<file path="config.mk">
export PLATFORM = sky130hd
export DESIGN_NAME = bhist_sequencer
export DESIGN_NICKNAME = d
export VERILOG_FILES = /design/src/sv/bhist_pkg.sv /design/src/sv/bhist_sequencer.sv
export SDC_FILE = /design/constraint.sdc
export NUM_CORES = 1
export LEC_CHECK = 0
export BUFFER_PORTS_ARGS = -buffer_cell sky130_fd_sc_hd__clkbuf_2
export CORE_MARGIN = 1
export CORE_UTILIZATION = 30
export CTS_CLUSTER_DIAMETER = 50
export DETAILED_ROUTE_END_ITERATION = 8
export MAX_ROUTING_LAYER = met4
export PLACE_DENSITY = 0.48
export SETUP_SLACK_MARGIN = 0.2
export SLEW_MARGIN = 10
export SYNTH_ARGS = -nofsm -noshare
export SYNTH_HDL_FRONTEND = slang
export SYNTH_SLANG_ARGS = --single-unit
</file>
<file path="constraint.sdc">
create_clock -name clk -period 2.45 [get_ports clk]
set_input_delay 0.1225 -clock clk [delete_from_list [all_inputs] [get_ports clk]]
set_output_delay 0.1225 -clock clk [all_outputs]
set_load 0.02 [all_outputs]
</file>
<file path="src/sv/bhist_pkg.sv">
// ============================================================================
// bhist_pkg: shared types, constants and microcode for the bin histogram
// Holds the field widths, request codes, the control word layout and the
// read-only program that the sequencer steps through.
// ============================================================================
`default_nettype none

package bhist_pkg;

  // Field widths.
  localparam int REQ_W   = 2;
  localparam int INDEX_W = 32;
  localparam int SCALE_W = 16;
  localparam int CNT_W   = 64;
  localparam int BINS_W  = 13;
  localparam int WIDTH_W = 32;
  localparam int PROD_W  = INDEX_W + SCALE_W;
  localparam int LIMIT_W = BINS_W + WIDTH_W;
  localparam int CFG_IDX_W  = 1;
  localparam int CFG_DATA_W = 32;

  // Request codes.
  localparam logic [REQ_W-1:0] REQ_FINITE   = 2'd0;
  localparam logic [REQ_W-1:0] REQ_INFINITE = 2'd1;
  localparam logic [REQ_W-1:0] REQ_READ     = 2'd2;

  // Configuration register indexes.
  localparam logic [CFG_IDX_W-1:0] CFG_BINS_IN_USE = 1'd0;
  localparam logic [CFG_IDX_W-1:0] CFG_BIN_WIDTH   = 1'd1;

  // Register reset values.
  localparam logic [BINS_W-1:0]  BINS_RESET  = 13'd4096;
  localparam logic [WIDTH_W-1:0] WIDTH_RESET = 32'd1;

  // Datapath operations, one per control word.
  typedef enum logic [3:0] {
    OP_NOP,
    OP_CLEAR,
    OP_LATCH,
    OP_MUL_PROD,
    OP_MUL_LIMIT,
    OP_DIV_INIT,
    OP_DIV_STEP,
    OP_RD_BIN,
    OP_ADD_BIN,
    OP_ADD_BEYOND,
    OP_ADD_INF,
    OP_RD_IDX,
    OP_TAKE_READ,
    OP_REJECT,
    OP_EMIT
  } op_t;

  // Jump conditions.
  typedef enum logic [3:0] {
    C_NONE,
    C_ALWAYS,
    C_NO_INPUT,
    C_NOT_FINITE,
    C_NOT_INFINITE,
    C_NOT_READ,
    C_WIDTH_ZERO,
    C_NOT_BELOW,
    C_DIV_BUSY,
    C_IDX_OUT,
    C_OUT_FREE,
    C_CLR_BUSY
  } cond_t;

  // Status flags that the datapath hands to the sequencer.
  typedef struct packed {
    logic no_input;
    logic not_finite;
    logic not_infinite;
    logic not_read;
    logic width_zero;
    logic not_below;
    logic div_busy;
    logic idx_out;
    logic out_free;
    logic clr_busy;
  } status_t;

  localparam int PC_W = 5;

  // One control word: operation, jump condition and jump target.
  typedef struct packed {
    op_t             op;
    cond_t           cond;
    logic [PC_W-1:0] target;
  } ucode_t;

  // Program addresses.
  localparam logic [PC_W-1:0] PC_CLEAR     = 5'd0;
  localparam logic [PC_W-1:0] PC_WAIT      = 5'd1;
  localparam logic [PC_W-1:0] PC_DISPATCH  = 5'd2;
  localparam logic [PC_W-1:0] PC_MUL_PROD  = 5'd3;
  localparam logic [PC_W-1:0] PC_MUL_LIMIT = 5'd4;
  localparam logic [PC_W-1:0] PC_DIV_INIT  = 5'd5;
  localparam logic [PC_W-1:0] PC_DIV_STEP  = 5'd6;
  localparam logic [PC_W-1:0] PC_RD_BIN    = 5'd7;
  localparam logic [PC_W-1:0] PC_ADD_BIN   = 5'd8;
  localparam logic [PC_W-1:0] PC_BEYOND    = 5'd9;
  localparam logic [PC_W-1:0] PC_INF_TEST  = 5'd10;
  localparam logic [PC_W-1:0] PC_INF       = 5'd11;
  localparam logic [PC_W-1:0] PC_RD_TEST   = 5'd12;
  localparam logic [PC_W-1:0] PC_RD_IDX    = 5'd13;
  localparam logic [PC_W-1:0] PC_TAKE      = 5'd14;
  localparam logic [PC_W-1:0] PC_REJECT    = 5'd15;
  localparam logic [PC_W-1:0] PC_EMIT      = 5'd16;
  localparam logic [PC_W-1:0] PC_EMIT_WAIT = 5'd17;

  // The program. A taken condition jumps to the target, otherwise the
  // sequencer moves to the next address.
  function automatic ucode_t ucode_rom(input logic [PC_W-1:0] addr);
    ucode_t w;
    unique case (addr)
      PC_CLEAR:     w = '{OP_CLEAR,      C_CLR_BUSY,     PC_CLEAR};
      PC_WAIT:      w = '{OP_LATCH,      C_NO_INPUT,     PC_WAIT};
      PC_DISPATCH:  w = '{OP_NOP,        C_NOT_FINITE,   PC_INF_TEST};
      PC_MUL_PROD:  w = '{OP_MUL_PROD,   C_WIDTH_ZERO,   PC_REJECT};
      PC_MUL_LIMIT: w = '{OP_MUL_LIMIT,  C_NONE,         PC_WAIT};
      PC_DIV_INIT:  w = '{OP_DIV_INIT,   C_NOT_BELOW,    PC_BEYOND};
      PC_DIV_STEP:  w = '{OP_DIV_STEP,   C_DIV_BUSY,     PC_DIV_STEP};
      PC_RD_BIN:    w = '{OP_RD_BIN,     C_NONE,         PC_WAIT};
      PC_ADD_BIN:   w = '{OP_ADD_BIN,    C_ALWAYS,       PC_EMIT};
      PC_BEYOND:    w = '{OP_ADD_BEYOND, C_ALWAYS,       PC_EMIT};
      PC_INF_TEST:  w = '{OP_NOP,        C_NOT_INFINITE, PC_RD_TEST};
      PC_INF:       w = '{OP_ADD_INF,    C_ALWAYS,       PC_EMIT};
      PC_RD_TEST:   w = '{OP_NOP,        C_NOT_READ,     PC_REJECT};
      PC_RD_IDX:    w = '{OP_RD_IDX,     C_IDX_OUT,      PC_REJECT};
      PC_TAKE:      w = '{OP_TAKE_READ,  C_ALWAYS,       PC_EMIT};
      PC_REJECT:    w = '{OP_REJECT,     C_NONE,         PC_WAIT};
      PC_EMIT:      w = '{OP_EMIT,       C_OUT_FREE,     PC_WAIT};
      PC_EMIT_WAIT: w = '{OP_NOP,        C_ALWAYS,       PC_EMIT};
      default:      w = '{OP_NOP,        C_ALWAYS,       PC_WAIT};
    endcase
    return w;
  endfunction

endpackage

`default_nettype wire

</file>
<file path="src/sv/bhist_sequencer.sv">
// ============================================================================
// bhist_sequencer: microcode step counter
// Fetches one control word per cycle from the program table, tests its jump
// condition against the datapath status and picks the next address.
// ============================================================================
`default_nettype none

module bhist_sequencer
  import bhist_pkg::*;
(
  input  wire logic    clk,
  input  wire logic    rst,
  input  wire status_t status,
  output op_t          op
);

  logic [PC_W-1:0] pc;
  logic [PC_W-1:0] pc_next;
  ucode_t          word;
  logic            hit;

  // Control word fetch.
  assign word = ucode_rom(pc);
  assign op   = word.op;

  // Jump condition select.
  always_comb begin
    unique case (word.cond)
      C_NONE:         hit = 1'b0;
      C_ALWAYS:       hit = 1'b1;
      C_NO_INPUT:     hit = status.no_input;
      C_NOT_FINITE:   hit = status.not_finite;
      C_NOT_INFINITE: hit = status.not_infinite;
      C_NOT_READ:     hit = status.not_read;
      C_WIDTH_ZERO:   hit = status.width_zero;
      C_NOT_BELOW:    hit = status.not_below;
      C_DIV_BUSY:     hit = status.div_busy;
      C_IDX_OUT:      hit = status.idx_out;
      C_OUT_FREE:     hit = status.out_free;
      C_CLR_BUSY:     hit = status.clr_busy;
      default:        hit = 1'b0;
    endcase
  end

  // Next address.
  always_comb begin
    if (hit) begin
      pc_next = word.target;
    end else begin
      pc_next = pc + PC_W'(1);
    end
  end

  // Step counter; reset starts the clearing pass.
  always_ff @(posedge clk) begin
    if (rst) begin
      pc <= PC_CLEAR;
    end else begin
      pc <= pc_next;
    end
  end

`ifndef SYNTHESIS
  // An accepted word always moves on to the dispatch step.
  a_accept_dispatch: assert property (@(posedge clk) disable iff (rst)
    (pc == PC_WAIT && !status.no_input) |=> (pc == PC_DISPATCH))
    else $error("accepted word did not reach dispatch");

  // The clearing pass is not left before the last entry.
  a_clear_holds: assert property (@(posedge clk) disable iff (rst)
    (pc == PC_CLEAR && status.clr_busy) |=> (pc == PC_CLEAR))
    else $error("clearing pass left early");
`endif

endmodule

`default_nettype wire

</file>
# == Yosys cells after proc, flatten, opt, wreduce, memory -nomap -nowiden ==
# Memory sizes are Yosys's and may differ from the RTL's. A register that Yosys moved wholly into a read port is not among the register bits.
# Index checks and enable logic that the tools add are counted.
# classes
add_sub_neg,1
multipliers,0
div_mod_pow,0
magnitude_cmp,0
n_eq_ne,11
shifts,0
mux,3
bitwise,0
reduce_logical,0
# ops
operator,n
$eq 4x3->1 const B,4
$eq 4x4->1 const B,4
$pmux 1 s11,1
$mux 5,2
$eq 4x2->1 const B,2
$add 5x1->5 const B,1
$eq 4x1->1 const B,1
# totals
ff_bits,5
latchBits,0
ram_bits,0
romBits,416
out_inout_bits,4
word_cells,17
mem_count,1
# memory_table
memory,depth,word_bits,read_ports,rd_ports_with_merged_regs,write_ports,line_no,rtl
(no name shown),32,13,1,1,0,bhist_pkg.sv:117,unique case (addr)

# == Depth between registers and ports, before layout ==
# logic_depth
word_depth,4
mapped_depth,12

# == Worst setup path before layout ==
# OpenSTA, ideal clock, no wires.
# synth_timing
kind,register to register
startpoint,register word[5] (netlist name)
endpoint,register word[4] (netlist name)
arrival_time_ns,2.237
slack_ns,0.096
stages_incl_launch_ff,12
synth_period_minus_slack_ns,2.354
path_cell_list,dfxtp_1 -> buf_6 -> mux2i_1 -> o22ai_1 -> a211o_1 -> buf_6 -> mux2i_1 -> nor2_1 -> inv_1 -> ha_1 -> nand2b_1 -> a32o_1
# synth_via
elab_chain_cells,4
elab_cells_between_ends,14
classes_between,eq/ne: 11; mux: 3
# synth_lines
element,line_no,rtl
"$eq 4x4->1, or another cell as far along",bhist_sequencer.sv:28,unique case (word.cond)
$pmux 1 s11 (*),bhist_sequencer.sv:28,
$mux 5 (*),bhist_sequencer.sv:47,if (hit) begin
$mux 5 (no source line) (*),--,
# Mark *: on every way between the ends. The rest lies on a longest branch, timed or not.
# A chain may end at the register's enable or synchronous reset.

# == Worst setup path after layout ==
# layout_timing
startpoint,register word[6] (netlist name)
endpoint,register word[10] (netlist name)
# layout_via
elab_chain_cells,4
elab_cells_between_ends,14
classes_between,eq/ne: 11; mux: 3
# layout_lines
element,line_no
"$eq 4x4->1, or another cell as far along",bhist_sequencer.sv:28
$pmux 1 s11 (*),bhist_sequencer.sv:28
$mux 5 (*),bhist_sequencer.sv:47
$mux 5 (no source line) (*),--
# Marked as above.

==> impl_metrics.yaml <==
setup_path:
  reg2reg_slack_ns: 0.17
  worstRegToRegCells: 9
  worstPathCellList: "or3b_1, o22ai_1, a211o_2, mux2i_4, inv_2, ha_2, mux2_4, mux2i_1, o21ai_1"
  cp_slowest_cell: "or3b_1"
  cp_top_family: "multiplexers"
  critPathMaxFanout: 6
  critPathArrivalTime_ns: 2.42
  startpoint_type: "register"
  worst_setup_path_end_kind: "register"
  slowest_delay_ns: 0.38
  rr_startpoint: "word[6]"
  critPathBufInv: 1
  critPathRequiredTime_ns: 2.59
  r2r_end: "word[10]"
  critical_path_class: "reg2reg"
synth:
  synthDistinctLibCells: 41
  synth_compound_area_share_pct: 14.3
  synth_cells: 131
  yosys_most_used_dff: "dfxtp_1"
  yosysWarningCount: 0
  synth_top_area_cell: "dfxtp_1"
  synth_edf_count: 0
  syn_nets: 151
  post-synth-top-area-fraction_pct: 29.6
  ys_ff_latch: 18
  post_synth.cell_area_avg_um2: 9.28
  synthMuxAreaShare_pct: 16.4
  synth.area.top_cells: "dfxtp_1, ha_1, mux2i_1"
  ys_async_sr_fraction_pct: 0
  synth_xor_area_share_pct: 2.88
  synth_adder_area_share_pct: 8.23
  synth_top_family_by_area: "simple AND/OR/NAND/NOR gates"
  syn_area_um2: 1220
  yosys.area_share.simple_pct: 18.9
  ys_seq_area_share_pct: 29.6
final_layout:
  drive_gt1_share_pct: 44.8
  layout_common_cells: "buf_4, clkbuf_2, dfxtp_1"
  mostFrequentLayoutCell: "buf_4"
  syn2layout_area_growth_pct: 30.9
  antenna_cells: 0
  fillerInstances: 367
  postLayoutCellArea_um2: 1590
  nNetsFinal: 185
  fin_cells: 211
power_and_ir_drop:
  p_leak_nw: 0.694
  power_switching_w: 0.000806
  peakVddDrop_mv: 0.569
  powerDensity_nw_per_um2: 1280
  comb_power_share_pct: 66.6
  p_total_w: 0.00204
  switching_share_pct: 39.6
  p_seq_share_pct: 23.4
  pwr-share-clk_pct: 10.0
  p_int_w: 0.00123
global_route:
  grt_usage_pct: 14.3
  grt_max_degree: 15
  grt_pass1_wl_um: 4560
  grt_pass1_vias: 1009
  overflow: 0
  antenna_found_initial: 0
hold_path:
  min_path_type: "in2reg"
  min_path_cells: 2
  min-delay-start: "rst"
  hold_path_end: "pc[0]"
detailed_routing:
  vias: 1027
  viasPerCell: 4.87
  drc_errors: 0
  drt_pass1_iterations: 4
  detail_route.wl_per_cell_um: 13.3
  first_iter_violations: 29
  wl_um: 2810
  drt.antenna.violating_nets: 0
placement:
  dp_cells: 200
  place_area_um2: 1410
  portBuffers: 15
  dp_hpwl_um: 2070
  place_congestion: 0.841
die:
  die_w_um: 65.7
  io_pins: 16
  dieArea_um2: 4310
  coreArea_um2: 3770
  rows: 22
  start_util_pct: 32.2
  die_h_um: 65.7
timing:
  fmax_mhz: 438
  worst_slew_pin_slew_ns: 0.369
  slew_viol_final: 0
  period_needed_ns: 2.28
  slew-limit-headroom_pct: 75.4
  setup_viol: 0
  hold_viol: 0
  skew_ns: 0.00443
  grt_setup_unrepaired: "true"
  finalCritPeriodShare_pct: 93.2
cts:
  clock_latency_ns: 0.25
  cts_tree: "yes"
  numCtsBuffers: 3
  root_buffer: "clkbuf_8"
  h-tree-depth: 1
  hold_buffers: 0
  clk_path_buf_depth: 2
  clk_pin_slew_ns: 0.07
  clock_sinks: 18
flow_run:
  maxCapViolCount: 0
outcome:
  status: "complete, no violations"
-- worst max-delay path by stage --
stage	start	endpoint	slack (ns)	cells after the start
after floorplan	word[6]	word[10]	0.19	10
after global placement	word[6]	word[10]	0.03	9
after detailed placement	word[5]	word[3]	-0.01	9
after CTS	word[6]	word[10]	0.16	9
after global routing	word[6]	word[10]	0.05	9
final	word[6]	word[10]	0.17	9
-- cells by family (layout without fill, tap and decap cells) --
logic type / count (synthesis) / after routing
flops: 18 / 18
buf+inv: 17 / 49
compound gates: 26 / 26
mux: 16 / 16
xor+xnor: 4 / 4
fa+ha+maj: 8 / 8
simple gates: 42 / 42
-- area by class of cell --
class | count | area [um^2] | area share, %
Multi-Input combinational cell | 96 | 821 | 51.6
Sequential cell | 18 | 368 | 23.1
Timing Repair Buffer | 39 | 268 | 16.8
Tap cell | 48 | 60.1 | 3.77
Clock buffer | 3 | 41.3 | 2.59
Inverter | 7 | 33.8 | 2.12
-- power by group through the flow --
stage	Combinational (W)	Sequential [W]	Clock, W
after CTS	0.00125	0.000475	0.000207
after global routing	0.00148	0.000491	0.000220
final	0.00136	0.000476	0.000203
after global placement	0.00110	0.000469	0
after detailed placement	0.00110	0.000472	0
after floorplan	0.000839	0.000447	0
-- registers in the layout, indices dropped and copies added (netlist names) --
signal  count
word       13
pc          5
-- per-layer routing --
metal  global-route usage [%]  wire length [um]  up-vias
met3                     2.60                96        7
met4                     2.72                48        0
met2                     24.5              1390       22
met5                        -                 0        -
met1                     17.5              1280      479
li1                         -                 -      519
-- per-stage QoR --
stage	worst slack [ns]	util [%]	TNS [ns]	hold WS, ns
after detailed placement	-0.0128	37.3	-0.0255	0.538
after global placement	0.0281	37.3	0	0.529
after CTS	0.163	40.6	0	0.305
final	0.168	42.2	0	0.307
after floorplan	0.190	-	0	0.477
after global routing	0.0457	42.2	0	0.342
-- repair_timing --
item,4_1_cts,5_1_grt
pin swaps,2,4
buffers inserted,5,3
setup endpoints to repair,13,13
resized for setup,15,7
hold endpoints to repair,0,0
-- synthesized netlist by cell type (2+ instances only) --
cell type	number
nand3_1	2
nor2b_1	5
mux2i_2	2
nor3_1	3
mux2i_4	2
nand3b_1	3
inv_1	4
xnor2_1	3
nand2_1	8
or3b_1	2
ha_1	8
nand2b_1	2
mux2i_1	10
buf_6	4
o21ai_0	4
nor2_1	13
dfxtp_1	18
o22ai_1	5
buf_4	5
a21oi_1	6
inv_4	2
-- worst register-to-register path, delay by kind of cell, from the launching register on --
kind                     cells  cell delay, ns
adder cells (fa/ha/maj)      1            0.21
AND/OR/NAND/NOR              1            0.38
multiplexers                 3            0.72
buffers and inverters        1            0.11
AO/OA/AOI/OAI                3            0.42
flip-flops                   1            0.34
Power figures use the tool's default switching activity.
